**src/rtl/cwt_pkg.sv**
```systemverilog
// ----------------------------------------------------------------------------
// cwt_pkg: shared types and codes for the checkpoint window table
// Holds the entry layout, the control word to the cells, the request kinds
// and the result status codes.
// ----------------------------------------------------------------------------
package cwt_pkg;

  // Default table depth
  localparam int TABLE_ENTRIES_DEF = 1024;

  // Low depth bits that give the window length
  localparam logic [15:0] WINDOW_MASK = 16'hffff;

  // Request kinds
  localparam logic [1:0] KIND_INSERT = 2'd0;
  localparam logic [1:0] KIND_FIND   = 2'd1;
  localparam logic [1:0] KIND_READ   = 2'd2;

  // Result status codes
  localparam logic [2:0] STATUS_INSERTED  = 3'd0;
  localparam logic [2:0] STATUS_REJECTED  = 3'd1;
  localparam logic [2:0] STATUS_FULL      = 3'd2;
  localparam logic [2:0] STATUS_FOUND     = 3'd3;
  localparam logic [2:0] STATUS_NOT_FOUND = 3'd4;
  localparam logic [2:0] STATUS_READ_OK   = 3'd5;

  // One stored checkpoint
  typedef struct packed {
    logic [30:0] block_height;
    logic [30:0] anchored_height;
    logic [31:0] depth;
    logic        root_nonzero;
  } entry_t;

  // Shift control shared by every cell of the chain
  typedef struct packed {
    logic push;  // move toward the tail, new word enters at the head
    logic rot;   // move toward the head, head word wraps to the tail
  } ctl_t;

endpackage

```
**src/rtl/cwt_cell.sv**
```systemverilog
// ----------------------------------------------------------------------------
// cwt_cell: one storage cell of the checkpoint chain
// Holds one entry; takes the word from its older or newer neighbor.
// ----------------------------------------------------------------------------
module cwt_cell (
  input  logic            clk,
  input  cwt_pkg::ctl_t   ctl,
  input  cwt_pkg::entry_t from_prev,
  input  cwt_pkg::entry_t from_next,
  output cwt_pkg::entry_t entry
);

  cwt_pkg::entry_t entry_r;
  cwt_pkg::entry_t entry_nxt;

  // Select the neighbor word, hold otherwise
  always_comb begin
    entry_nxt = entry_r;
    if (ctl.push) begin
      entry_nxt = from_prev;
    end else if (ctl.rot) begin
      entry_nxt = from_next;
    end
  end

  always_ff @(posedge clk) begin
    entry_r <= entry_nxt;
  end

  assign entry = entry_r;

endmodule

```
**config.mk**
```make
export PLATFORM = sky130hd
export DESIGN_NAME = cwt_cell
export DESIGN_NICKNAME = d
export VERILOG_FILES = /design/src/rtl/cwt_pkg.sv /design/src/rtl/cwt_cell.sv
export SDC_FILE = /design/constraint.sdc
export NUM_CORES = 1
export LEC_CHECK = 0
export BUFFER_PORTS_ARGS = -buffer_cell sky130_fd_sc_hd__buf_2
export CORE_ASPECT_RATIO = 0.5
export CORE_UTILIZATION = 40
export DETAILED_ROUTE_END_ITERATION = 12
export PLACE_DENSITY = 0.89
export SYNTH_ARGS = -nofsm -noshare
export SYNTH_HDL_FRONTEND = slang
export SYNTH_SLANG_ARGS = --single-unit
```
**constraint.sdc**
```tcl
create_clock -name clk -period 5.2 [get_ports clk]
set_clock_uncertainty 0.1 [all_clocks]
set_input_delay 1.04 -clock clk [delete_from_list [all_inputs] [get_ports clk]]
set_output_delay 1.04 -clock clk [all_outputs]
set_load 0.03 [all_outputs]
```
# Yosys cells after proc, flatten, opt, wreduce, memory -nomap -nowiden
# Index checks and enable logic that the tools add are counted.
[totals] output_inout_bits=95 ff_bits=95 elab_cells=7
[classes] reduce_logical=1 muxes=2
[op_table] operator="two-way mux 95 bit" count=2
[op_table] operator="nonzero test 2 bit" count=1

# Longest topological paths before layout
# Gate-level depths: netlist of the first run.
[logic_depth] ltp_word=2 mapped_depth=4 ltp_nobuf=1

# Worst setup path before layout of the first run
# Ideal clock, no wire load.
[synth_timing] kind="in2reg" startpoint="input ctl[1] (netlist bit)" endpoint="register entry_r (netlist bit entry[0]), enable pin" stages=4 arrival_time_ns=3.545 setup_ns=0.460 required_time_ns=4.640 slack_ns=1.095 n_path_buf=3 path_cell_list="buf_6 -> buf_6 -> buf_6 -> or2_1"
[synth_between] elab_chain_len=1
[synth_lines] item="start: declaration" line="cwt_cell.sv:7" rtl="input cwt_pkg::ctl_t ctl,"
[synth_lines] item="nonzero test 2 bit (no line)"
[synth_lines] item="end signal: assignment" line="cwt_cell.sv:27" rtl="entry_r <= entry_nxt;"
[synth_lines] item="end: declaration" line="cwt_cell.sv:13" rtl="cwt_pkg::entry_t entry_r;"
# Every way passes these cells.
# A chain may end at the register's enable or synchronous reset.

# Worst setup path after layout of the first run
[layout_timing] startpoint="input ctl[1] (netlist bit)" endpoint="register entry_r (netlist bit entry[17]), enable pin"
# The elaborated chain is that of the path after synthesis.

==> results.py, run 1 <==
metrics = {
    "outcome": {
        "status": "finished, final reports clean",
    },
    "logic_synthesis": {
        "syn-cell-area_sq_um": 4170,
        "synth-seq-cells": 95,
        "yosys.area_share.simple": 0.00150,
        "yosys_warnings": 0,
        "synthTopCellsByCount": "edfxtp_1 (95), mux2_2 (56), mux2_4 (39)",
        "synthFlopType": "edfxtp_1",
        "syn-num-nets": 395,
        "synth-xor-area-share": 0,
        "synth-adder-area-share": 0,
        "ys_seq_area_frac": 0.684,
        "synth_edf_count": 95,
        "synth_mux_area_frac": 0.292,
        "ys_types": 6,
        "synth_top_area_frac": 0.684,
        "syn_inst": 202,
        "async_flop_share": 0,
        "synth_top_family_by_area": "multiplexers",
        "synth_compound_area_frac": 0,
        "synth_top_area_cell": "edfxtp_1",
        "yosysMostFrequentCell": "edfxtp_1",
        "synthTopCellsByArea": "edfxtp_1 (68%), mux2_2 (15%), mux2_4 (14%), buf_6 (1.6%), buf_2 (0.60%)",
        "syn_area_per_cell_sq_um": 20.6,
    },
    "grt": {
        "antenna_found_initial": 0,
        "grt_max_degree": 71,
        "grt_usage": 0.194,
        "globalRouteOverflowTotal": 0,
        "grt_pass1_vias": 2970,
        "grt_pass1_wl_um": 15500,
    },
    "drt": {
        "num_vias": 2846,
        "wl_per_cell_um": 17.2,
        "totalWireLength_um": 10800,
        "route.detailed.drc": 0,
        "first_pass_iters": 4,
        "ant_nets": 0,
        "routed_via_density": 4.50,
        "drtIter0Drc": 116,
    },
    "clocking": {
        "path_clk_slew_ns": 0.07,
        "ctsHoldBuffers": 0,
        "cts_setup_buffers": 0,
        "cts_resized": 0,
        "clockBufferDepth": 2,
        "cts_root_buf": "clkbuf_16",
        "cts_tree": "done",
        "numCtsBuffers": 9,
        "clock_sinks": 95,
        "cts_max_level": 3,
    },
    "power": {
        "power.density_nw_per_um2": 349,
        "ir_drop_uv": 191,
        "p_leak_nw": 2.80,
    },
    "floorplan": {
        "die_h_um": 74.2,
        "pin_count": 288,
        "rows": 25,
        "die_area_sq_um": 10900,
        "die_x_um": 146,
        "core-area_sq_um": 9760,
        "initial_utilization": 0.427,
    },
    "critical_path": {
        "cp_common_cell": "buf_4",
        "crit_arrival_ns": 2.76,
        "crit_path_cell_trace": "buf_4 > or2_4 > buf_4",
        "critPathKind": "in -> reg",
        "cp_slowest_cell": "or2_4",
        "setup.worst_path.end_class": "flop",
        "cp-start-kind": "input pin",
        "slowest_delay_ns": 0.87,
        "crit_required_ns": 5.13,
        "cp_max_fo": 70,
    },
    "layout": {
        "drive_gt1_frac": 0.807,
        "final.fill_count": 802,
        "diodes": 0,
        "fin_nets": 685,
        "final_util": 0.617,
        "largest_register_ffs": 95,
        "fin_area_sq_um": 6020,
        "area_delta_synth_final_pct": 44.5,
    },
    "placement": {
        "port_buffers": 287,
        "placed_area_sq_um": 5710,
        "hpwl_um": 8500,
        "globalplace.congestion": 0.848,
    },
    "sta": {
        "fin_crit_ns": 2.83,
        "final_max_slew_viol_count": 0,
        "post-route-period-util": 0.544,
        "fin_setup_tns_ns": 0,
        "setup_viol": 0,
        "worst_slew_pin_slew_ns": 0.983,
        "timing.fmax_mhz": 354,
        "slew_headroom": 0.344,
        "rsz0062_at_grt": "false",
        "fin_hold_ws_ns": 0.906,
        "finalHoldViolations": 0,
    },
    "run": {
        "maxCapViolations": 0,
    },
    "min_path": {
        "hp-class": "in -> reg",
    },
}
## path summary, 6_finish.rpt
kind | end | cells after the start | from | slack, ns
max | entry[17] | 3 | ctl[1] | 2.37
min | entry[39] | 2 | from_prev[39] | 0.91
## routing by layer
layer  GRT usage  vias up  wire, um  share of wire
li1            -     1373         -              -
met1       0.220     1365      4210           0.39
met2       0.366       88      5960           0.55
met3      0.0491       20       456          0.042
met4      0.0718        0       210          0.019
met5           0        -         0              0
## where the power goes
part           switching (mW)  total [mW]  internal [mW]
Combinational           0.273       0.446          0.173
Clock                   0.270       0.690          0.420
Sequential             0.0226       0.963          0.941
Total                   0.566        2.10           1.53
## cells in the final DEF (no fill, tap or decap), drive strengths merged
cell type	Yosys	final
clkinvlp	0	2
edfxtp	95	95
buf	11	290
or2	1	1
clkinv	0	2
bufinv	0	2
mux2	95	95
clkbuf	0	10
## kinds of logic after synthesis
family                 after synthesis
and+or+nand+nor                      1
muxes                               95
DFF                                 95
buffers and inverters               11
## cell type report
| class | count | area, sq um | share of cell area |
|---|---|---|---|
| flip-flops and latches | 95 | 2850 | 0.474 |
| repair buffers | 290 | 1460 | 0.243 |
| multi-input cells | 96 | 1220 | 0.203 |
| clock buffers | 10 | 229 | 0.0380 |
| well taps | 135 | 169 | 0.0280 |
| clock inverters | 6 | 85.1 | 0.0141 |
## metrics by stage
stage | std cells | power, mW | setup WS [ns]
6_report | 632 | 2.10 | 2.37
5_1_grt | 632 | 2.17 | 2.22
4_1_cts | 632 | 2.12 | 2.36
3_5_place_dp | 616 | 1.43 | 2.00
3_3_place_gp | 616 | 1.42 | 2.08
2_1_floorplan | 202 | 1.26 | 1.10
## critical path: cells and delay by family
kind	cells	cell delay (ns)
AND/OR/NAND/NOR	1	0.87
buffers and inverters	2	0.79
(Power assumes the default switching activity.)
==> inputs of run 2 (changes only) <==
- clock period: 5.2 -> 2.9 ns (I/O delays scaled with it)
==> results.py, run 2 (synthesis results as in run 1) <==
metrics = {
    "outcome": {
        "status": "finished, final reports clean",
    },
    "grt": {
        "grt_pass1_wl_um": 15200,
        "grt_max_degree": 54,
        "grt_pass1_vias": 2907,
        "globalRouteOverflowTotal": 0,
        "grt_usage": 0.189,
        "antenna_found_initial": 0,
    },
    "power": {
        "power.density_nw_per_um2": 634,
        "ir_drop_uv": 335,
        "p_leak_nw": 2.83,
    },
    "critical_path": {
        "crit_required_ns": 2.88,
        "cp_max_fo": 35,
        "critPathKind": "in -> reg",
        "cp-start-kind": "input pin",
        "setup.worst_path.end_class": "flop",
        "crit_arrival_ns": 1.70,
    },
    "placement": {
        "hpwl_um": 8690,
        "port_buffers": 287,
        "placed_cells": 617,
        "globalplace.congestion": 0.829,
    },
    "floorplan": {
        "initial_utilization": 0.427,
        "rows": 25,
        "core-area_sq_um": 9760,
        "die_h_um": 74.2,
        "die_area_sq_um": 10900,
        "die_x_um": 146,
        "pin_count": 288,
    },
    "layout": {
        "final_cell_mix": "buf_2 (286), edfxtp_1 (95), mux2_2 (56)",
        "largest_register_ffs": 95,
        "stdcell_count": 633,
        "area_delta_synth_final_pct": 45.5,
        "drive_gt1_frac": 0.807,
        "final_common_cell": "buf_2",
        "diodes": 0,
        "fin_nets": 686,
        "final.fill_count": 785,
    },
    "drt": {
        "num_vias": 2859,
        "routed_via_density": 4.52,
        "route.detailed.drc": 0,
        "totalWireLength_um": 10900,
        "first_pass_iters": 4,
        "wl_per_cell_um": 17.3,
        "drtIter0Drc": 145,
        "ant_nets": 0,
    },
    "sta": {
        "rsz0062_at_grt": "false",
        "final_max_slew_viol_count": 0,
        "setup_viol": 0,
        "timing.fmax_mhz": 580,
        "fin_crit_ns": 1.72,
        "slew_headroom": 0.521,
        "finalHoldViolations": 0,
        "worst_slew_pin_slew_ns": 0.718,
        "fin_hold_ws_ns": 0.451,
        "fin_setup_tns_ns": 0,
        "post-route-period-util": 0.594,
    },
    "clocking": {
        "numCtsBuffers": 9,
        "clockBufferDepth": 2,
        "cts_resized": 0,
        "cts_root_buf": "clkbuf_16",
        "cts_tree": "done",
        "cts_max_level": 3,
        "cts_setup_buffers": 0,
        "clock_sinks": 95,
        "path_clk_slew_ns": 0.07,
        "ctsHoldBuffers": 0,
    },
    "min_path": {
        "holdPathStages": 2,
        "min_to": "entry[40]",
        "min_from": "from_prev[40]",
        "hp-class": "in -> reg",
    },
    "run": {
        "maxCapViolations": 0,
    },
}
## run 2: area by class of cell
class,count,area [sq um],area share
Clock buffer,9,225,0.0371
Tap cell,135,169,0.0279
Clock inverter,7,111,0.0184
Sequential cell,95,2850,0.470
Multi-Input combinational cell,96,1220,0.202
Timing Repair Buffer,291,1480,0.244
## run 2: metal layers
| metal | wire length, um | vias to the layer above | global-route usage |
|---|---|---|---|
| li1 | - | 1377 | - |
| met1 | 4290 | 1380 | 0.220 |
| met2 | 6150 | 90 | 0.361 |
| met3 | 386 | 12 | 0.0429 |
| met4 | 104 | 0 | 0.0532 |
| met5 | 0 | - | 0 |
## run 2: stage by stage
step	cell area (sq um)	total power, mW	setup slack [ns]	util
3_5_place_dp	5730	2.57	0.824	0.587
4_1_cts	6060	3.88	1.17	0.621
2_1_floorplan	4170	2.26	0.204	-
5_1_grt	6060	3.97	1.12	0.621
6_report	6060	3.85	1.18	0.621
3_3_place_gp	5730	2.54	0.854	0.587
## run 2: how the worst max path moves through the flow
| stage | startpoint | to | slack, ns | cells past startpoint |
|---|---|---|---|---|
| 6_report | ctl[1] | entry[34] | 1.18 | 3 |
| 3_3_place_gp | ctl[1] | entry[45] | 0.85 | 3 |
| 2_1_floorplan | ctl[1] | entry[0] | 0.20 | 4 |
| 5_1_grt | ctl[1] | entry[92] | 1.12 | 3 |
| 4_1_cts | ctl[1] | entry[92] | 1.17 | 3 |
| 3_5_place_dp | ctl[1] | entry[34] | 0.82 | 3 |
## run 2: worst max-delay path, cell delays in order
cell and delay (ns):
buf_4 0.21, buf_4 0.49, mux2_2 0.41
## run 2: power breakdown
part	internal (mW)	switching [mW]	leakage (nW)
Combinational	0.312	0.488	1.70
Clock	0.837	0.479	0.163
Sequential	1.69	0.0430	0.968
Total	2.84	1.01	2.83
==> inputs of run 3 (changes only) <==
- clock period: 2.9 -> 1.6 ns (I/O delays scaled with it)
==> results.py, run 3 (synthesis results as in run 1) <==
metrics = {
    "critical_path": {
        "critPathKind": "reg -> out",
        "crit_required_ns": 1.18,
        "cp-start-kind": "flop",
        "cp_top_family": "flip-flops",
        "crit_path_cell_trace": "buf_2",
        "setup.worst_path.end_class": "output pin",
        "slowest_delay_ns": 0.42,
        "crit_buf_inv": 1,
        "crit_arrival_ns": 0.95,
        "cp_slowest_cell": "edfxtp_1",
        "cp_max_fo": 1,
    },
    "layout": {
        "final_common_cell": "buf_2",
        "final_util": 0.627,
        "largest_register_ffs": 95,
        "diodes": 0,
        "stdcell_count": 641,
        "seq_area_sq_um": 2850,
        "drive_gt1_frac": 0.806,
        "area_delta_synth_final_pct": 46.8,
        "final.fill_count": 757,
        "multi_input_area_sq_um": 1220,
        "final_cell_mix": "buf_2 (286), edfxtp_1 (95), mux2_2 (56)",
        "fin_nets": 694,
    },
    "placement": {
        "placed_cells": 625,
        "port_buffers": 287,
        "hpwl_um": 8740,
        "globalplace.congestion": 0.875,
    },
    "floorplan": {
        "initial_utilization": 0.427,
        "pin_count": 288,
        "core-area_sq_um": 9760,
        "die_x_um": 146,
        "die_area_sq_um": 10900,
        "rows": 25,
        "die_h_um": 74.2,
    },
    "sta": {
        "slew_headroom": 0.781,
        "setup_viol": 0,
        "finalHoldViolations": 0,
        "rsz0062_at_grt": "false",
        "worst_slew_pin_slew_ns": 0.328,
        "fin_hold_ws_ns": 0.190,
        "final_max_slew_viol_count": 0,
        "fin_crit_ns": 1.37,
        "post-route-period-util": 0.855,
        "timing.fmax_mhz": 731,
    },
    "grt": {
        "grt_pass1_vias": 2970,
        "antenna_found_initial": 0,
        "globalRouteOverflowTotal": 0,
        "grt_usage": 0.197,
        "grt_max_degree": 49,
        "grt_pass1_wl_um": 15900,
    },
    "drt": {
        "wl_per_cell_um": 17.0,
        "totalWireLength_um": 10900,
        "num_vias": 2923,
        "route.detailed.drc": 0,
        "first_pass_iters": 4,
        "drtIter0Drc": 166,
        "routed_via_density": 4.56,
        "ant_nets": 0,
    },
    "outcome": {
        "status": "finished, final reports clean",
    },
    "clocking": {
        "cts_tree": "done",
        "cts_resized": 0,
        "clockBufferDepth": 2,
        "cts_max_level": 3,
        "path_clk_slew_ns": 0.06,
        "cts_setup_buffers": 0,
        "numCtsBuffers": 9,
        "clock_sinks": 95,
        "ctsHoldBuffers": 0,
        "cts_root_buf": "clkbuf_16",
    },
    "power": {
        "ir_drop_uv": 580,
        "p_leak_nw": 2.86,
        "power.density_nw_per_um2": 1090,
    },
    "run": {
        "maxCapViolations": 0,
    },
    "min_path": {
        "hp-class": "in -> reg",
    },
}
-- run 3: final cells by class --
cell class | count | share of cell area
multi-input combinational | 96 | 0.200
clock inverter | 5 | 0.00797
tap | 135 | 0.0276
sequential | 95 | 0.466
clock buffer | 11 | 0.0380
timing repair buffer | 299 | 0.260
-- run 3: stage by stage --
| stage | setup TNS (ns) | power, mW | setup slack [ns] | cell area, sq um |
|---|---|---|---|---|
| 6_report | 0 | 6.65 | 0.233 | 6120 |
| 5_1_grt | 0 | 6.90 | 0.205 | 6120 |
| 4_1_cts | 0 | 6.72 | 0.236 | 6120 |
| 3_5_place_dp | 0 | 4.67 | 0.101 | 5840 |
| 3_3_place_gp | 0 | 4.63 | 0.115 | 5840 |
| 2_1_floorplan | -31.79 | 4.10 | -0.335 | 4180 |
-- run 3: final timing paths --
| kind | from | end | cells past startpoint | slack (ns) |
|---|---|---|---|---|
| worst max-delay path | entry[55] | entry[55] | 1 | 0.23 |
| worst min-delay path | from_next[59] | entry[59] | 2 | 0.19 |
-- run 3: per-layer routing --
layer	routed length [um]	vias up	global-route usage
met3	492	8	0.0472
met1	4040	1430	0.218
met5	0	-	0
met4	91	0	0.0556
met2	6270	91	0.389
li1	-	1394	-
-- run 3: where the power goes --
| part | leakage [nW] | internal, mW | switching, mW |
|---|---|---|---|
| Sequential | 0.968 | 3.06 | 0.0668 |
| Clock | 0.141 | 1.20 | 0.841 |
| Combinational | 1.75 | 0.592 | 0.896 |
| Total | 2.86 | 4.85 | 1.80 |
