$ cat src/rtl/cwt_pkg.sv
// ----------------------------------------------------------------------------
// cwt_pkg: shared types and codes for the checkpoint window table
// Holds the entry layout, the control word to the cells, the request kinds
// and the result status codes.
// ----------------------------------------------------------------------------
package cwt_pkg;

  // Default table depth
  localparam int TABLE_ENTRIES_DEF = 1024;

  // Low depth bits that give the window length
  localparam logic [15:0] WINDOW_MASK = 16'hffff;

  // Request kinds
  localparam logic [1:0] KIND_INSERT = 2'd0;
  localparam logic [1:0] KIND_FIND   = 2'd1;
  localparam logic [1:0] KIND_READ   = 2'd2;

  // Result status codes
  localparam logic [2:0] STATUS_INSERTED  = 3'd0;
  localparam logic [2:0] STATUS_REJECTED  = 3'd1;
  localparam logic [2:0] STATUS_FULL      = 3'd2;
  localparam logic [2:0] STATUS_FOUND     = 3'd3;
  localparam logic [2:0] STATUS_NOT_FOUND = 3'd4;
  localparam logic [2:0] STATUS_READ_OK   = 3'd5;

  // One stored checkpoint
  typedef struct packed {
    logic [30:0] block_height;
    logic [30:0] anchored_height;
    logic [31:0] depth;
    logic        root_nonzero;
  } entry_t;

  // Shift control shared by every cell of the chain
  typedef struct packed {
    logic push;  // move toward the tail, new word enters at the head
    logic rot;   // move toward the head, head word wraps to the tail
  } ctl_t;

endpackage

$ cat src/rtl/cwt_ctrl.sv
// ----------------------------------------------------------------------------
// cwt_ctrl: sequencer and head checker of the checkpoint window table
// Decides inserts, rotates the chain once around for find and read, checks
// the word at the head each cycle and keeps the summary registers.
// ----------------------------------------------------------------------------
module cwt_ctrl #(
  parameter int TABLE_ENTRIES = cwt_pkg::TABLE_ENTRIES_DEF
) (
  input  logic                  clk,
  input  logic                  rst_n,
  input  logic                  start,
  output logic                  busy,
  input  logic [1:0]            in_kind,
  input  logic [30:0]           in_block_height,
  input  logic [30:0]           in_anchored_height,
  input  logic signed [31:0]    in_window_depth,
  input  logic                  in_root_nonzero,
  input  logic [30:0]           in_query_height,
  input  logic [9:0]            in_entry_index,
  input  cwt_pkg::entry_t       head,
  output cwt_pkg::ctl_t         ctl,
  output cwt_pkg::entry_t       new_entry,
  output logic                  out_valid,
  output logic [2:0]            out_status,
  output logic [9:0]            out_hit_index,
  output logic [30:0]           out_hit_block_height,
  output logic [30:0]           out_hit_anchored_height,
  output logic signed [31:0]    out_hit_depth,
  output logic                  out_hit_root_nonzero,
  output logic [10:0]           out_entries_used,
  output logic [30:0]           out_latest_anchored_height,
  output logic signed [31:0]    out_latest_depth,
  output logic [30:0]           out_prior_root_height
);

  localparam int UW = $clog2(TABLE_ENTRIES + 1);
  localparam int IW = $clog2(TABLE_ENTRIES);
  localparam int EW = (UW > 10) ? UW : 10;

  typedef enum logic {S_IDLE, S_SCAN} state_t;

  state_t          state_r, state_nxt;
  logic [IW-1:0]   cnt_r, cnt_nxt;
  logic [UW-1:0]   used_r, used_nxt;
  logic [30:0]     last_anc_r, last_anc_nxt;
  logic [31:0]     last_depth_r, last_depth_nxt;
  logic [30:0]     root_h_r, root_h_nxt;
  logic [1:0]      op_r, op_nxt;
  logic [30:0]     qh_r, qh_nxt;
  logic [9:0]      ei_r, ei_nxt;
  logic            found_r, found_nxt;
  logic [UW-1:0]   hit_idx_r, hit_idx_nxt;
  cwt_pkg::entry_t hit_r, hit_nxt;

  logic            out_valid_r, out_valid_nxt;
  logic [2:0]      out_status_r, out_status_nxt;
  logic [UW-1:0]   out_idx_r, out_idx_nxt;
  cwt_pkg::entry_t out_hit_r, out_hit_nxt;
  logic [UW-1:0]   out_used_r, out_used_nxt;
  logic [30:0]     out_anc_r, out_anc_nxt;
  logic [31:0]     out_depth_r, out_depth_nxt;
  logic [30:0]     out_root_r, out_root_nxt;

  logic            accept;
  logic            in_range;
  logic [UW-1:0]   head_idx;
  logic [31:0]     win_top;
  logic            window_hit;
  logic            head_match;
  logic            last_step;

  assign busy   = (state_r != S_IDLE);
  assign accept = start && !busy;

  assign new_entry.block_height    = in_block_height;
  assign new_entry.anchored_height = in_anchored_height;
  assign new_entry.depth           = in_window_depth;
  assign new_entry.root_nonzero    = in_root_nonzero;

  // Logical index of the word now at the head; valid while cnt < used
  assign in_range  = (UW'(cnt_r) < used_r);
  assign head_idx  = used_r - UW'(1) - UW'(cnt_r);
  assign last_step = (cnt_r == IW'(TABLE_ENTRIES - 1));

  // Window test: nonzero depth, query + length > anchored and query <= anchored
  assign win_top    = {1'b0, qh_r} + {16'b0, head.depth[15:0] & cwt_pkg::WINDOW_MASK};
  assign window_hit = (head.depth != 32'd0) && (win_top > {1'b0, head.anchored_height})
                      && (qh_r <= head.anchored_height);

  always_comb begin
    head_match = 1'b0;
    case (op_r)
      cwt_pkg::KIND_FIND: head_match = in_range && window_hit;
      cwt_pkg::KIND_READ: head_match = in_range && (EW'(head_idx) == EW'(ei_r));
      default:            head_match = 1'b0;
    endcase
  end

  // Next-state logic
  always_comb begin
    state_nxt      = state_r;
    cnt_nxt        = cnt_r;
    used_nxt       = used_r;
    last_anc_nxt   = last_anc_r;
    last_depth_nxt = last_depth_r;
    root_h_nxt     = root_h_r;
    op_nxt         = op_r;
    qh_nxt         = qh_r;
    ei_nxt         = ei_r;
    found_nxt      = found_r;
    hit_idx_nxt    = hit_idx_r;
    hit_nxt        = hit_r;
    ctl.push       = 1'b0;
    ctl.rot        = (state_r == S_SCAN);
    out_valid_nxt  = 1'b0;
    out_status_nxt = out_status_r;
    out_idx_nxt    = out_idx_r;
    out_hit_nxt    = out_hit_r;

    case (state_r)
      S_IDLE: begin
        if (accept) begin
          case (in_kind)
            cwt_pkg::KIND_INSERT: begin
              out_valid_nxt = 1'b1;
              out_idx_nxt   = '0;
              out_hit_nxt   = '0;
              if (in_anchored_height >= in_block_height) begin
                out_status_nxt = cwt_pkg::STATUS_REJECTED;
              end else if (used_r == UW'(TABLE_ENTRIES)) begin
                out_status_nxt = cwt_pkg::STATUS_FULL;
              end else begin
                out_status_nxt = cwt_pkg::STATUS_INSERTED;
                ctl.push       = 1'b1;
                used_nxt       = used_r + UW'(1);
                last_anc_nxt   = in_anchored_height;
                last_depth_nxt = in_window_depth;
                if (in_root_nonzero) begin
                  root_h_nxt = in_anchored_height;
                end
              end
            end
            cwt_pkg::KIND_FIND, cwt_pkg::KIND_READ: begin
              state_nxt = S_SCAN;
              cnt_nxt   = '0;
              found_nxt = 1'b0;
              op_nxt    = in_kind;
              qh_nxt    = in_query_height;
              ei_nxt    = in_entry_index;
            end
            default: begin
              out_valid_nxt  = 1'b1;
              out_status_nxt = cwt_pkg::STATUS_NOT_FOUND;
              out_idx_nxt    = '0;
              out_hit_nxt    = '0;
            end
          endcase
        end
      end
      S_SCAN: begin
        // Capture the newest match, advance one cell per cycle
        cnt_nxt = cnt_r + IW'(1);
        if (head_match && !found_r) begin
          found_nxt   = 1'b1;
          hit_idx_nxt = head_idx;
          hit_nxt     = head;
        end
        if (last_step) begin
          state_nxt     = S_IDLE;
          out_valid_nxt = 1'b1;
          if (found_nxt) begin
            out_status_nxt = (op_r == cwt_pkg::KIND_READ) ? cwt_pkg::STATUS_READ_OK
                                                          : cwt_pkg::STATUS_FOUND;
            out_idx_nxt    = hit_idx_nxt;
            out_hit_nxt    = hit_nxt;
          end else begin
            out_status_nxt = cwt_pkg::STATUS_NOT_FOUND;
            out_idx_nxt    = '0;
            out_hit_nxt    = '0;
          end
        end
      end
      default: begin
        state_nxt = S_IDLE;
      end
    endcase

    out_used_nxt  = used_nxt;
    out_anc_nxt   = last_anc_nxt;
    out_depth_nxt = last_depth_nxt;
    out_root_nxt  = root_h_nxt;
  end

  // State and registered outputs
  always_ff @(posedge clk) begin
    if (!rst_n) begin
      state_r      <= S_IDLE;
      cnt_r        <= '0;
      used_r       <= '0;
      last_anc_r   <= '0;
      last_depth_r <= '0;
      root_h_r     <= '0;
      found_r      <= 1'b0;
      out_valid_r  <= 1'b0;
    end else begin
      state_r      <= state_nxt;
      cnt_r        <= cnt_nxt;
      used_r       <= used_nxt;
      last_anc_r   <= last_anc_nxt;
      last_depth_r <= last_depth_nxt;
      root_h_r     <= root_h_nxt;
      found_r      <= found_nxt;
      out_valid_r  <= out_valid_nxt;
      op_r         <= op_nxt;
      qh_r         <= qh_nxt;
      ei_r         <= ei_nxt;
      hit_idx_r    <= hit_idx_nxt;
      hit_r        <= hit_nxt;
      out_status_r <= out_status_nxt;
      out_idx_r    <= out_idx_nxt;
      out_hit_r    <= out_hit_nxt;
      out_used_r   <= out_used_nxt;
      out_anc_r    <= out_anc_nxt;
      out_depth_r  <= out_depth_nxt;
      out_root_r   <= out_root_nxt;
    end
  end

  assign out_valid                  = out_valid_r;
  assign out_status                 = out_status_r;
  assign out_hit_index              = 10'(out_idx_r);
  assign out_hit_block_height       = out_hit_r.block_height;
  assign out_hit_anchored_height    = out_hit_r.anchored_height;
  assign out_hit_depth              = $signed(out_hit_r.depth);
  assign out_hit_root_nonzero       = out_hit_r.root_nonzero;
  assign out_entries_used           = 11'(out_used_r);
  assign out_latest_anchored_height = out_anc_r;
  assign out_latest_depth           = $signed(out_depth_r);
  assign out_prior_root_height      = out_root_r;

endmodule

$ cat config.mk
export PLATFORM = sky130hd
export DESIGN_NAME = cwt_ctrl
export DESIGN_NICKNAME = d
export VERILOG_FILES = /design/src/rtl/cwt_pkg.sv /design/src/rtl/cwt_ctrl.sv
export SDC_FILE = /design/constraint.sdc
export NUM_CORES = 1
export LEC_CHECK = 0
export ABC_AREA = 1
export BUFFER_PORTS_ARGS = -buffer_cell sky130_fd_sc_hd__clkbuf_2
export CORE_AREA = 2 2 223 225
export DETAILED_ROUTE_END_ITERATION = 10
export DIE_AREA = 0 0 225 227
export GPL_TIMING_DRIVEN = 0
export PLACE_DENSITY = 0.79
export SLEW_MARGIN = 30
export SYNTH_ARGS = -nofsm -noshare
export SYNTH_HDL_FRONTEND = slang
export SYNTH_SLANG_ARGS = --single-unit
export TNS_END_PERCENT = 30
$ cat constraint.sdc
create_clock -name clk -period 6.84 [get_ports clk]
set_clock_uncertainty 0.05 [all_clocks]
set_input_delay 1.71 -clock clk [delete_from_list [all_inputs] [get_ports clk]]
set_output_delay 1.71 -clock clk [all_outputs]
set_load 0.03 [all_outputs]
# Word level (Yosys, flattened, before mapping)
# Index checks and enable logic that the tools add are counted.
# word_totals
reg_bits	480
inputBits	236
out_inout_bits	312
word_cells	125
# op_classes
n_addsub	5
n_lt_le_gt_ge	4
eq_ne	11
mux	63
bitwise_logic	1
n_reduce_logical	15
# ops
operator	count
$mux W95	5
$mux W31	11
$pmux W95 S2	1
$mux W32	5
$mux W11	6
$mux W10	6
$pmux W10 S2	2
$add A31 B16 Y32	1
$gt A32 B31 Y1	1
$reduce_bool A32 Y1	1
$ge A31 B31 Y1	1
$le A31 B31 Y1	1
$mux W1	15
$mux W3	4
$pmux W3 S2	2
$add A11 B1 Y11 const B	1
$eq A11 B10 Y1	1
$eq A11 B11 Y1 const B	1
$lt A10 B11 Y1	1
$sub A11 B1 Y11 const B	1
$sub A11 B10 Y11	1
$add A10 B1 Y10 const B	1
$eq A10 B10 Y1 const B	1
$pmux W1 S2	4
other kinds (12)	25

# Logic depth before layout (Yosys ltp)
# Gate-level depths: netlist of the first run.
# depth
depth_word	12
ltp_mapped	30

# Worst setup path after synthesis of the first run
# OpenSTA, ideal clock, no wires.
# synth_timing
path_kind	input -> register
startpoint	in in_kind[0]
endpoint	reg out_hit_r (netlist bit out_hit_anchored_height[0]) (enable)
setup_time_ns	0.576
arrival_time_ns	6.781
path_slack_ns	-0.567
stages	5
path_buffers	0
cell_sequence	inv_1 -> ha_1 -> nor3_1 -> nor2_1 -> nor2_1
# synth_between
elab_chain_len	4
word_cells_on_any_way	5
cone_classes	eq/ne (3); reduce/logical (2)
# synth_rtl
element	line	text
start: declaration	cwt_ctrl.sv:13	input logic [1:0] in_kind,
$eq A2 B1 Y1 or $eq A2 B2 Y1 (tied branches)	cwt_ctrl.sv:123	case (in_kind)
$reduce_or A2 Y1 *	cwt_ctrl.sv:123	
$ne A2 B2 Y1 (no source line) *	--	
$reduce_and A4 Y1 (no source line) *	--	
end signal: assignment	cwt_ctrl.sv:221	out_hit_r <= out_hit_nxt;
end: declaration	cwt_ctrl.sv:58	cwt_pkg::entry_t out_hit_r, out_hit_nxt;
# Every way passes the cells marked *; elsewhere a longest branch is shown, timed or not.
# A chain may end at the register's enable or synchronous reset.

# Worst setup path after layout of the first run
# layout_timing
startpoint	in head[1] in the netlist's numbering
endpoint	reg out_hit_r (netlist bit out_hit_depth[2]) (data pin)
# layout_between
elab_chain_len	12
word_cells_on_any_way	14
cone_classes	add/sub (1); order compare (1); mux (7); reduce/logical (5)
# layout_rtl
element	line	text
start: declaration	cwt_ctrl.sv:20	input cwt_pkg::entry_t head,
$add A31 B16 Y32	cwt_ctrl.sv:86	assign win_top = {1'b0, qh_r} + {16'b0, head.depth[15:0] & cwt_pkg::WINDOW_MASK};
$gt A32 B31 Y1	cwt_ctrl.sv:87	assign window_hit = (head.depth != 32'd0) && (win_top > {1'b0, head.anchored_height})
$logic_and A1 B1 Y1 *	cwt_ctrl.sv:87	
$logic_and A1 B1 Y1 *	cwt_ctrl.sv:88	&& (qh_r <= head.anchored_height);
$logic_and A1 B1 Y1 *	cwt_ctrl.sv:93	cwt_pkg::KIND_FIND: head_match = in_range && window_hit;
$pmux W1 S2 *	cwt_ctrl.sv:92	case (op_r)
$logic_and A1 B1 Y1 *	cwt_ctrl.sv:163	if (head_match && !found_r) begin
$mux W1	cwt_ctrl.sv:163	
$mux W1	cwt_ctrl.sv:120	case (state_r)
$mux W95 *	cwt_ctrl.sv:171	if (found_nxt) begin
$mux W95 *	cwt_ctrl.sv:168	if (last_step) begin
$pmux W95 S2 *	cwt_ctrl.sv:120	
# Every way passes the cells marked *; elsewhere a longest branch is shown, timed or not. The select of a mux whose other input is x is not followed.

==> metrics.yaml, run 1 <==
r2r_cells: 30
vias_per_cell: 5.04
clock_path_buffers: 3
synth_edf_count: 361
finalCritPeriodShare: 0.932
synth_top_area_share: 0.449
synthCells: 2611
rrSetupSlack_ns: 1.38
r2r_start: "qh_r[0]"
drive_above_1_share: 0.256
min_from: "root_h_r[30]"
dieArea_um2: 51100
maxSlewHeadroom: 0.495
synth_nets: 2982
fp-row-count: 81
die_x_um: 225
max_cap_viol_count: 0
endpoint_kind: "register"
grt_pass1_wl_um: 102000
vias: 19600
period_needed_ns: 6.38
max_freq_mhz: 157
synthTopCellsByCount: "542 x inv_1, 403 x nand2_1, 361 x edfxtp_1"
yosysUniqueCellTypes: 44
routed_wirelength_um: 68400
hold_end: "root_h_r[30]"
antenna_found_initial: 6
drc: 0
root_buffer: "clkbuf_16"
r2r_end: "out_hit_depth[2]"
yosys_warnings: 0
io_pins: 548
drv_slew: 0
fp.dieH_um: 227
hold_viol: 0
outcome: "finished, final reports clean"
cpMaxStageDelayCell: "fa_1"
grt_pass1_vias: 18600
cts_buffers: 51
hold_path_class: "register to register"
nets: 3594
cp-startpoint: "head[1]"
arrival_ns: 6.71
dr.pass1.iters: 5
synth_area_leaders: "edfxtp_1 45%, dfxtp_1 9.8%, inv_1 8.4%, ha_1 6.9%, nand2_1 6.3%"
ys.flop_type: "edfxtp_1"
avgSynthCellArea_um2: 9.25
setup_violations: 0
hold_depth: 2
clkTransAtPathRegs_ns: 0.06
crit_required_ns: 7.17
syn2layout_area_growth_pct: 22.9
grt_setup_unrepaired: "no"
overflow: 0
synthArstFlopShare: 0
cp-start-kind: "input pin"
ant_nets: 0
setup-tns-final_ns: 0
power.density_nw_per_um2: 242
ctsHtreeMaxLevel: 2
cts_tree: "built"
first_iter_violations: 1452
max_stage_delay_ns: 0.41
path_max_fanout: 10
coreArea_um2: 48500
dp_hpwl_um: 52600
synth_top_area_cell: "edfxtp_1"
place_congestion: 0.964
p_leak_nw: 15.3
initial_core_util: 0.497
timing_worst_setup_path_type: "input pin to register"
ys_ff_latch: 479
track_usage: 0.262
peakVddDrop_v: 0.000170
wl_per_cell_um: 17.6
grt_max_degree: 61
finalNonFillerCells: 3890
clk_latency_ns: 0.59
portBuffers: 547
dp.cells: 3792
yosysSeqAreaShare: 0.547
path_common_cell: "nand2_1"
syn_area_um2: 24100
yosysMostFrequentCell: "inv_1"
cts_sinks: 479
worstMarginPinSlew_ns: 0.758
-- layout make-up --
class,instances,area [um^2]
tap,622,778
clock buffer,65,1410
fill,4020,18900
antenna,4,10.0
multi-input combinational,1398,7800
timing repair buffer,559,2980
sequential,479,13200
clock inverter,29,328
inverter,546,2060
buffer,188,1120
-- worst max-delay path: cells and delay by family --
family                   cells  cell delay (ns)
AO/OA/AOI/OAI                3             0.59
buffers and inverters        6             0.77
AND/OR/NAND/NOR             18             2.59
XOR/XNOR                     1             0.14
adder cells (fa/ha/maj)      3             0.88
-- worst max-delay path by stage --
stage               cells after the start  slack, ns                     endpoint
floorplan                              29       1.15  out_hit_anchored_height[21]
global placement                        4      -3.25                     qh_r[13]
detailed placement                     31      -0.62             out_hit_depth[2]
CTS                                    31       0.14             out_hit_depth[2]
global route                           31       0.04             out_hit_depth[2]
finish                                 31       0.46             out_hit_depth[2]
-- routing by layer --
layer,vias up,global-route usage,wire (um)
met2,852,0.462,33500
li1,9568,-,-
met1,9016,0.309,26300
met4,4,0.114,2980
met5,-,0,27
met3,165,0.0559,5680
-- kinds of logic after synthesis --
family / Yosys count / share of synthesized area
compound gates: 238 / 0.0531
xor+xnor: 38 / 0.0144
simple gates: 987 / 0.184
flops: 479 / 0.547
buf+inv: 734 / 0.131
fa+ha+maj: 135 / 0.0706
-- cell usage in the layout, fill, tap and decap left out, types with 4 or more instances in the layout --
master	n
a211oi_1	4
a21o_1	4
a21oi_1	77
a221oi_1	5
a31oi_1	4
buf_16	7
buf_2	18
buf_4	102
buf_6	4
bufinv_16	7
clkbuf_1	77
clkbuf_16	53
clkbuf_2	546
clkbuf_8	5
clkinv_1	11
clkinv_2	6
dfxtp_1	118
diode_2	4
edfxtp_1	361
ha_1	133
inv_1	541
nand2_1	402
nand3_1	44
nand3b_1	8
nand4_1	129
nor2_1	267
nor3_1	18
nor4_1	11
o21a_1	4
o21ai_0	129
or2_0	24
or2_2	70
xnor2_1	7
xor2_1	30
-- timing repair --
item | in CTS | in global routing
setup buffers | 0 | 0
hold buffers | 0 | 0
hold endpoints to repair | 0 | 0
endpoints found under the setup margin | 1 | 205
gates resized for setup | 1 | 4
-- where the power goes --
part / switching (mW) / leakage [nW] / internal [mW]
registers: 0.0388 / 4.35 / 3.25
clock network: 1.15 / 0.847 / 1.72
logic: 0.676 / 10.1 / 0.328
-- registers in the layout (all words and copies together) (netlist names), 32 cells and up --
register,flops
out_hit_depth,32
hit_r,95
last_depth_r,32
out_latest_depth,32
-- through the flow --
stage,instance area (um^2),power [mW],hold WS (ns),utilization,setup slack (ns)
floorplan,24100,3.98,0.396,-,1.15
global placement,27700,4.33,0.407,0.570,-3.25
detailed placement,27900,4.35,0.415,0.575,-0.617
CTS,29700,7.22,0.424,0.611,0.140
global route,29700,7.42,0.464,0.611,0.0405
finish,29700,7.17,0.420,0.611,0.462
Power figures use the tool's default switching activity.
==> run 2, diff against run 1 <==
--- a/config.mk
+++ b/config.mk
@@ -7,9 +7,10 @@
 export LEC_CHECK = 0
 export ABC_AREA = 1
 export BUFFER_PORTS_ARGS = -buffer_cell sky130_fd_sc_hd__clkbuf_2
-export CORE_AREA = 2 2 223 225
+export CORE_AREA = 3 3 224 226
 export DETAILED_ROUTE_END_ITERATION = 10
-export DIE_AREA = 0 0 225 227
+export DIE_AREA = 0 0 227 229
+export GPL_ROUTABILITY_DRIVEN = 0
 export GPL_TIMING_DRIVEN = 0
 export PLACE_DENSITY = 0.79
 export SLEW_MARGIN = 30
==> run 2 against run 1 <==
Critical path depth unchanged. Wire length fell by 2.2%. Cell area fell by 0.75%. Via count up 0.28%.
==> metrics.yaml, run 2 (synthesized netlist as in run 1, its figures left out) <==
endpoint_kind: "register"
r2r_end: "out_hit_depth[22]"
timing_worst_setup_path_type: "input pin to register"
dieArea_um2: 52000  # +1.8%
grt_max_degree: 80  # +31%
first_iter_violations: 1382  # -4.8%
overflow: 0  # unchanged
p_switching_mw: 1.83  # -1.9%
dr_wl_met2_um: 33000  # -1.4%
clk_latency_ns: 0.60  # about the same
track_usage: 0.250  # -0.0124
cpLargestDelayFamily: "simple AND/OR/NAND/NOR gates"
routed_wirelength_um: 67000  # -2.2%
wl_per_cell_um: 17.3  # -1.9%
min_from: "found_r"
syn2layout_area_growth_pct: 22.0
final_cell_mix: "550 x clkbuf_2, 541 x inv_1, 402 x nand2_1"
cpMaxStageDelayCell: "fa_1"
grt_setup_unrepaired: "no"
comb_power_share: 0.146  # +0.006
fp.dieH_um: 229  # +0.88%
p_sw_frac: 0.267  # +0.00624
maxSlewHeadroom: 0.511  # +0.0164
wl_met1_um: 25800  # -1.9%
top_register: "hit_r"
dr.pass1.iters: 5  # unchanged
fp-row-count: 81  # unchanged
max_freq_mhz: 157  # +0.11%
setup_slack_ns: 0.469  # +0.00724 ns
hold_viol: 0  # unchanged
arrival_ns: 6.74  # +0.03 ns
outcome: "finished, final reports clean"
rrSetupSlack_ns: 1.38  # about the same
vias: 19700  # +0.28%
drv_slew: 0  # unchanged
portBuffers: 547  # unchanged
p_leak_nw: 15.2  # -0.64%
max_stage_delay_ns: 0.39  # -0.02 ns
hold_end: "found_r"
grt_pass1_vias: 18400  # -1.3%
drive_above_1_share: 0.255  # -0.00121
dp_hpwl_um: 51800  # -1.6%
cts_tree: "built"
path_max_fanout: 10  # unchanged
final_util: 0.607  # -0.00456
ctsHtreeMaxLevel: 2  # unchanged
peakVddDrop_v: 0.000172  # +1.0%
clock_path_buffers: 3  # unchanged
final_common_cell: "clkbuf_2"
clkTransAtPathRegs_ns: 0.06  # about the same
crit_required_ns: 7.21  # +0.04 ns
initial_core_util: 0.497  # unchanged
die_x_um: 227  # +0.89%
clkPwrFrac: 0.375  # -0.026
antenna_found_initial: 5  # -1
nets: 3592  # -0.056%
vias_per_cell: 5.07  # +0.53%
root_buffer: "clkbuf_16"
power.density_nw_per_um2: 233  # -3.5%
finalCritPeriodShare: 0.931  # -0.00106
n_fill_cell: 4039  # +0.47%
r2r_start: "qh_r[0]"
fin_worst_hold_slack_ns: 0.437  # +0.0163 ns
largest_reg_flops: 95  # unchanged
hold_depth: 2  # unchanged
dr.max_layer_used: "met5"
preCtsSetupSlack_ns: -0.598  # +0.0189 ns
setup_violations: 0  # unchanged
cp-startpoint: "head[1]"
worstMarginPinSlew_ns: 0.733  # -0.0247 ns
postCtsSetupBuffers: 0  # unchanged
ant_nets: 0  # unchanged
r2r_cells: 30  # unchanged
seq_power_share: 0.480  # +0.021
io_pins: 548  # unchanged
cts_sinks: 479  # unchanged
grt_pass1_wl_um: 100000  # -1.5%
finalPower_mw: 6.87  # -4.2%
drc: 0  # unchanged
cts_resized: 0  # -1
wl_met3_um: 5820  # +2.4%
path_common_cell: "nand2_1"
period_needed_ns: 6.37  # -0.00724 ns
cts_buffers: 49  # -3.9%
intPower_mw: 5.04  # -5.0%
hold_path_class: "register to register"
coreArea_um2: 48500  # unchanged
ctsHoldBuffers: 0  # unchanged
cp.buffers_inverters: 6  # unchanged
max_cap_viol_count: 0  # unchanged
cp-start-kind: "input pin"
-- run 2: cell count changes in the layout (fill, tap and decap cells not counted), moves of 2 or more --
cell	before	now
bufinv_16	7	3
clkbuf_16	53	49
clkbuf_2	546	550
clkbuf_8	5	3
clkinv_1	11	9
clkinv_4	1	3
clkinv_8	0	2
diode_2	4	2
inv_6	3	1
-- run 2: worst max-delay path by stage --
| stage | endpoint | depth (start not counted) |
|---|---|---|
| 4_1_cts | out_hit_block_height[26] | 29 |
| 6_report | out_hit_depth[22] | 31 |
| 3_5_place_dp | out_hit_block_height[26] | 29 |
| 3_3_place_gp | qh_r[7] | 4 |
| 5_1_grt | out_hit_depth[22] | 31 |
| 2_1_floorplan | out_hit_anchored_height[21] | 29 |
-- run 2: area by class of cell --
| class | instances | area, um^2 | area share |
|---|---|---|---|
| antenna | 2 | 5.00 | 0.000170 |
| buffer | 188 | 1130 | 0.0383 |
| clock inverter | 24 | 226 | 0.00769 |
| sequential | 479 | 13200 | 0.448 |
| multi-input combinational | 1398 | 7790 | 0.265 |
| timing repair buffer | 559 | 2980 | 0.101 |
| inverter | 546 | 2060 | 0.0698 |
| tap | 622 | 778 | 0.0264 |
| clock buffer | 62 | 1290 | 0.0440 |
-- run 2: per-layer routing --
layer	global-route usage	up-vias
li1	-	9554
met1	0.302	9051
met2	0.439	896
met3	0.0549	152
met4	0.0851	6
met5	0	-
-- run 2: tightest hold or removal path, stage by stage (launching register included) --
cell and delay [ns]:
dfxtp_1 0.32, nand2_1 0.06, a21oi_1 0.05
-- run 2: power by group through the flow --
stage	clock network [mW]	logic (mW)	registers [mW]
global placement	0	0.958	3.37
CTS	2.61	1.00	3.29
finish	2.57	1.00	3.29
floorplan	0	0.496	3.49
detailed placement	0	0.992	3.36
global route	2.74	1.10	3.30
-- run 2: metrics by stage --
stage,area [um^2],cells,TNS (ns)
2_1_floorplan,24100,2611,0
3_3_place_gp,27700,3780,-647.83
3_5_place_dp,27900,3792,-90.31
4_1_cts,29400,3878,0
5_1_grt,29500,3880,0
6_report,29500,3880,0
